**config.mk**
```make
export PLATFORM = sky130hd
export DESIGN_NAME = srt_cell
export DESIGN_NICKNAME = d
export VERILOG_FILES = /design/src/design/srt_pkg.sv /design/src/design/srt_cell.sv
export SDC_FILE = /design/constraint.sdc
export NUM_CORES = 1
export LEC_CHECK = 0
export BUFFER_PORTS_ARGS = -buffer_cell sky130_fd_sc_hd__clkbuf_2
export CELL_PAD_IN_SITES_DETAIL_PLACEMENT = 1
export CELL_PAD_IN_SITES_GLOBAL_PLACEMENT = 1
export CORE_MARGIN = 2
export CORE_UTILIZATION = 33
export DETAILED_ROUTE_END_ITERATION = 16
export GPL_TIMING_DRIVEN = 1
export HOLD_SLACK_MARGIN = 0.03
export PLACE_DENSITY = 0.95
export SYNTH_ARGS = -nofsm -noshare
export SYNTH_HDL_FRONTEND = slang
export SYNTH_SLANG_ARGS = --single-unit
export TNS_END_PERCENT = 100
```
**constraint.sdc**
```tcl
create_clock -name clk -period 7.15 [get_ports clk]
set_input_delay 0.3575 -clock clk [delete_from_list [all_inputs] [get_ports clk]]
set_output_delay 0.3575 -clock clk [all_outputs]
set_load 0.05 [all_outputs]
```
**src/design/srt_pkg.sv**
```systemverilog
// shared types and constants for the sorted reminder table
package srt_pkg;

	localparam int TABLE_DEPTH = 32;
	localparam int CNT_W = $clog2(TABLE_DEPTH + 1);

	localparam logic [13:0] MAX_YEAR = 14'd9999;
	localparam logic [5:0] MAX_DAY = 6'd31;
	localparam logic [4:0] HOUR_LIMIT = 5'd24;
	localparam logic [5:0] MINUTE_LIMIT = 6'd60;

	typedef enum logic [2:0] {
		ST_STORED  = 3'd0,
		ST_INVALID = 3'd1,
		ST_FULL    = 3'd2,
		ST_LISTED  = 3'd3,
		ST_EMPTY   = 3'd4
	} status_t;

	typedef enum logic [1:0] {
		S_IDLE,
		S_INS,
		S_DUMP
	} state_t;

	typedef struct packed {
		logic [13:0] year;
		logic [4:0]  day;
		logic [4:0]  hour;
		logic [5:0]  minute;
		logic [15:0] tag;
	} entry_t;

	typedef struct packed {
		logic insert;
		logic rotate;
	} cell_cmd_t;

	localparam int KEY_W = $bits(entry_t) - 16;

endpackage

```
**src/design/srt_cell.sv**
```systemverilog
// one table cell: holds an entry, compares against a new key, shifts or rotates
module srt_cell (
	input  logic               clk,
	input  srt_pkg::cell_cmd_t cmd,
	input  logic               occ,
	input  logic               tail,
	input  srt_pkg::entry_t    new_entry,
	input  srt_pkg::entry_t    prev_entry,
	input  logic               prev_at,
	input  srt_pkg::entry_t    next_entry,
	input  srt_pkg::entry_t    head_entry,
	output srt_pkg::entry_t    entry,
	output logic               at
);

	srt_pkg::entry_t entry_q;
	logic [srt_pkg::KEY_W-1:0] own_key;
	logic [srt_pkg::KEY_W-1:0] new_key;

	assign own_key = entry_q[$bits(srt_pkg::entry_t)-1:16];
	assign new_key = new_entry[$bits(srt_pkg::entry_t)-1:16];

	// at or past the insert point
	assign at = !occ || (own_key >= new_key);
	assign entry = entry_q;

	always_ff @(posedge clk) begin
		if (cmd.insert) begin
			if (prev_at) begin
				entry_q <= prev_entry;
			end else if (at) begin
				entry_q <= new_entry;
			end
		end else if (cmd.rotate) begin
			entry_q <= tail ? head_entry : next_entry;
		end
	end

endmodule

```
==> run summary <==
Effective utilization at floorplan: 33.63%. The final layout contains 805 nets. By area, the combinational part of the netlist is dominated by compound AO/OA/AOI/OAI gates.

On the worst path, the slowest cell contributes a delay of 0.90 ns. The logs give 0 for the number of max-slew violations in the final report and 0.5211 mW for the internal portion of total power. In this run the count of I/O pins placed on the die edge is 237. In the post-route analysis, the smallest setup slack over all paths is 4.352 ns. The run finished with clean final reports. The smallest clock period supported by the final layout is computed as 2.798 ns.

The clock-pin slew reported for the worst setup and hold paths after clock tree synthesis came out at 0.09 ns. The sequential power share is 41.1%, and the HPWL after detailed placement is 9966 um. The latest clock arrival within the worst-skew pair was 0.30 ns.

The global route total overflow is 0, and the wire length of the first global-routing pass is 18,490 um. Design area: 4964 um2. After synthesis, the cell types taking the most area are sky130_fd_sc_hd__edfxtp_1, sky130_fd_sc_hd__mux2i_1, sky130_fd_sc_hd__ha_1. For this run, global-route usage on met1 was measured as 20.27%.

Die boundary width: 108.6 um. The layer flagged by global routing as most heavily used is met2. Total track usage: 20.17%. The maximum level of the CTS H-tree was 2. The placeable core region was 10,750 um2; the fraction of the cycle the final worst path needs was 39.13%. The die covers 11,800 um2.

The total standard cell area after synthesis is 3613 um2, and the count of flip-flops with a built-in enable after synthesis is 46. The standard cell with the maximum stage delay on the critical path is sky130_fd_sc_hd__o22a_2. For this design, the sink count on the clock tree is 46. For the maximum root-to-sink buffer count, the log shows 2. The instance area at placement is 4882 um2, and the number of failing setup endpoints in the final timing report is 0. The buffers inserted during post-CTS setup optimization was 0; the proportion of synthesized chip area in sequential cells was 38.23%. Library cell with the largest summed area after synthesis: sky130_fd_sc_hd__edfxtp_1. The number of global-route vias before repair is 3,999.

The peak supply drop is 0.07727 mV. For the wire length reported by the detailed router, the log shows 12,230 um. The total power divided by cell area was 171.4 nW/um2. Predominant post-synthesis flop cell: sky130_fd_sc_hd__edfxtp_1. The actual slew at the worst max-slew pin was 1.085 ns. Summing over every cut layer, the via total after detailed routing is 3,692. Walking the worst path, the cells encountered are inv_1 > ha_1 > nand2b_4 > a21oi_2 > o221ai_1 > a211oi_2 > o21ai_2 > o22a_2. For the placement-stage worst setup slack, the log shows 4.272 ns. The root buffer cell chosen for the clock tree is sky130_fd_sc_hd__clkbuf_8. The analysis attributes to cell leakage a power of 2.486 nW. In the final routed layout, each cell accounts on average for 16.84 um.

The tools report the critical path endpoint category as a flop. Of the post-synthesis cell area, the part taken by muxes is 12.74%. The synthesized design contains 46 register bits. Measured in cells, the most critical reg-to-reg path has a length of 8. The commonest cells after synthesis are sky130_fd_sc_hd__a21oi_1, sky130_fd_sc_hd__nor2b_1, sky130_fd_sc_hd__a211oi_1, sky130_fd_sc_hd__edfxtp_1, sky130_fd_sc_hd__mux2i_1.

Number of warnings reported in the yosys synthesis log: 0. Data arrives at the worst endpoint at 2.71 ns. The startpoint of the lowest-slack register-to-register path was entry[16]. Once layout is complete, the utilization of the core stands at 46.19%.

Entering global routing, the biggest net connects 93 pins. Synthesis handed over a netlist of 363 instances. The data required time at the worst endpoint was 7.07 ns; the switching share of power was 38.76%. Along the worst path, the maximum fanout reaches 46.

Combinational logic burns 40.4% of the power. The per-cell via count in the routed design came out at 5.085. The setup check on the worst reg-to-reg path leaves a slack of 4.35 ns. Of the post-synthesis cell area, the dominant cell type holds 38.23%. The congestion estimate from routability-driven global placement came to 0.8167. The number of hold violations in the final report came out at 0. For met2 alone, demand over resource in global routing was 39.55%.

The register with the most flip-flops in the layout has 46 of them. In this run, post-CTS hold repair placed 0 buffers. Post-CTS repair changed the size of 0 cells. The number of distinct library cell variants in the gate-level netlist after synthesis is 28. The endpoint identified for the worst register-to-register timing path is entry[6]. The fraction of registers with async set/reset is 0%, and the number of antenna violations at the first check in global routing is 0. After routing, the total negative slack on setup checks comes to 0 ns. Across the run, the number of max-cap violations was 0. For the number of buffers added by the clock tree synthesis step, the log shows 5. The count of routing violations after the opening detailed-route iteration was 115; the routing usage on met3 was 5.918%. The worst hold path cell count came out at 3. In this run the most critical hold path is launched from head_entry[13].

0 antenna diodes ended up in the layout. sky130_fd_sc_hd__a21oi_1 is the most common cell in the netlist. Setup repair after global routing left no endpoint under its margin.

The simple-gate portion of the synthesized area works out to 11.53%. The first detailed-routing pass took 4 iterations. Compared with the post-synthesis result, the final layout area differs by 37.36%. Path type of the worst setup path: reg -> reg. The min-delay analysis places its worst path in the category in -> reg. For this run, design rule violations remaining after detail routing come to 0. The clock network burns 18.5% of the power.

The detail route stage leaves a number of antenna-violating nets equal to 0. Mean instance size in the synthesized netlist: 9.954 um2. Summed over all nets, the switching power comes to 0.3298 mW. The height of the die came out at 108.6 um. The initialized floorplan defines 38 standard-cell rows. TritonCTS built the clock tree. The path with the worst hold slack has its endpoint at entry[13]. Cells with a size suffix above 1 make up 43.52% of the layout.

Summing the areas of all fa, ha and maj instances in the mapped netlist gives 10.39% of the synthesized area. For the final database, setup skew stands at 0.009326 ns. Static timing analysis puts the maximum clock frequency at 357.4 MHz. The synthesized netlist devotes 20.71% of its cell area to compound gates. The xor/xnor cell area share of the yosys netlist was 0%. Number of nets produced by synthesis: 583.

Measured against its own limit, the worst slew margin works out to 27.64%. The nature of the critical path startpoint was a flop. In this run the tool buffered the top-level ports with 236 buffer cells. The final total power is 0.8509 mW.
==> kinds of logic after synthesis <==
group           after synthesis
mux                          46
flops                        46
buf+inv                      55
compound gates              117
simple gates                 69
fa+ha+maj                    30
==> through the flow <==
stage | hold WS, ns | std cells
2_1_floorplan | 0.6103 | 363
3_3_place_gp | 0.7137 | 718
3_5_place_dp | 0.7221 | 718
4_1_cts | 0.4114 | 726
5_1_grt | 0.4221 | 726
6_report | 0.4159 | 726
==> how the worst max path moves through the flow <==
| stage | from | end | slack (ns) | cells past startpoint |
|---|---|---|---|---|
| 2_1_floorplan | entry[16] | entry[0] | 3.58 | 8 |
| 3_3_place_gp | new_entry[16] | entry[8] | 4.36 | 8 |
| 3_5_place_dp | new_entry[16] | entry[10] | 4.27 | 8 |
| 4_1_cts | entry[16] | entry[10] | 4.31 | 8 |
| 5_1_grt | entry[16] | entry[6] | 4.16 | 8 |
| 6_report | entry[16] | entry[6] | 4.35 | 8 |
==> critical path, delay by kind of cell (launching register included) <==
kind	cells	cell delay, ns
AOI/OAI and AO/OA	5	1.58
DFF	1	0.37
adders and majority gates	1	0.27
and+or+nand+nor	1	0.12
buffers and inverters	1	0.06
==> metal layers <==
layer / vias to the layer above / share of wire [%]
met5: - / 0
met3: 21 / 8.3
met1: 1706 / 37
li1: 1795 / -
met4: 0 / 1.9
met2: 170 / 53
==> cell usage in the layout (no fill, tap or decap), drive strengths merged <==
| cell type | instances |
|---|---|
| o211a | 1 |
| mux2i | 46 |
| ha | 30 |
| a221oi | 1 |
| nand2 | 8 |
| buf | 7 |
| nand2b | 3 |
| clkbuf | 239 |
| o22a | 1 |
| edfxtp | 46 |
| o221ai | 1 |
| clkinv | 2 |
| nand4 | 4 |
| a211oi | 47 |
| o21ai | 5 |
| a21oi | 60 |
| nor2b | 47 |
| inv | 30 |
| and4 | 2 |
| nand3 | 2 |
| a21o | 1 |
| nor2 | 3 |
==> power by group through the flow <==
stage               registers (mW)  logic (mW)  clock network [mW]
floorplan                    0.456       0.124                   0
global placement             0.354       0.330                   0
detailed placement           0.356       0.347                   0
CTS                          0.350       0.348               0.163
global route                 0.353       0.374               0.172
finish                       0.349       0.344               0.158
==> layout make-up <==
| class | instances | area (um2) |
|---|---|---|
| Fill cell | 1330 | 5782 |
| Multi-Input combinational cell | 262 | 2002 |
| Sequential cell | 46 | 1381 |
| Timing Repair Buffer | 240 | 1211 |
| Tap cell | 140 | 175.2 |
| Inverter | 30 | 112.6 |
| Clock buffer | 6 | 72.57 |
| Clock inverter | 2 | 8.758 |
No activity file was read; power rests on OpenSTA's default activity.
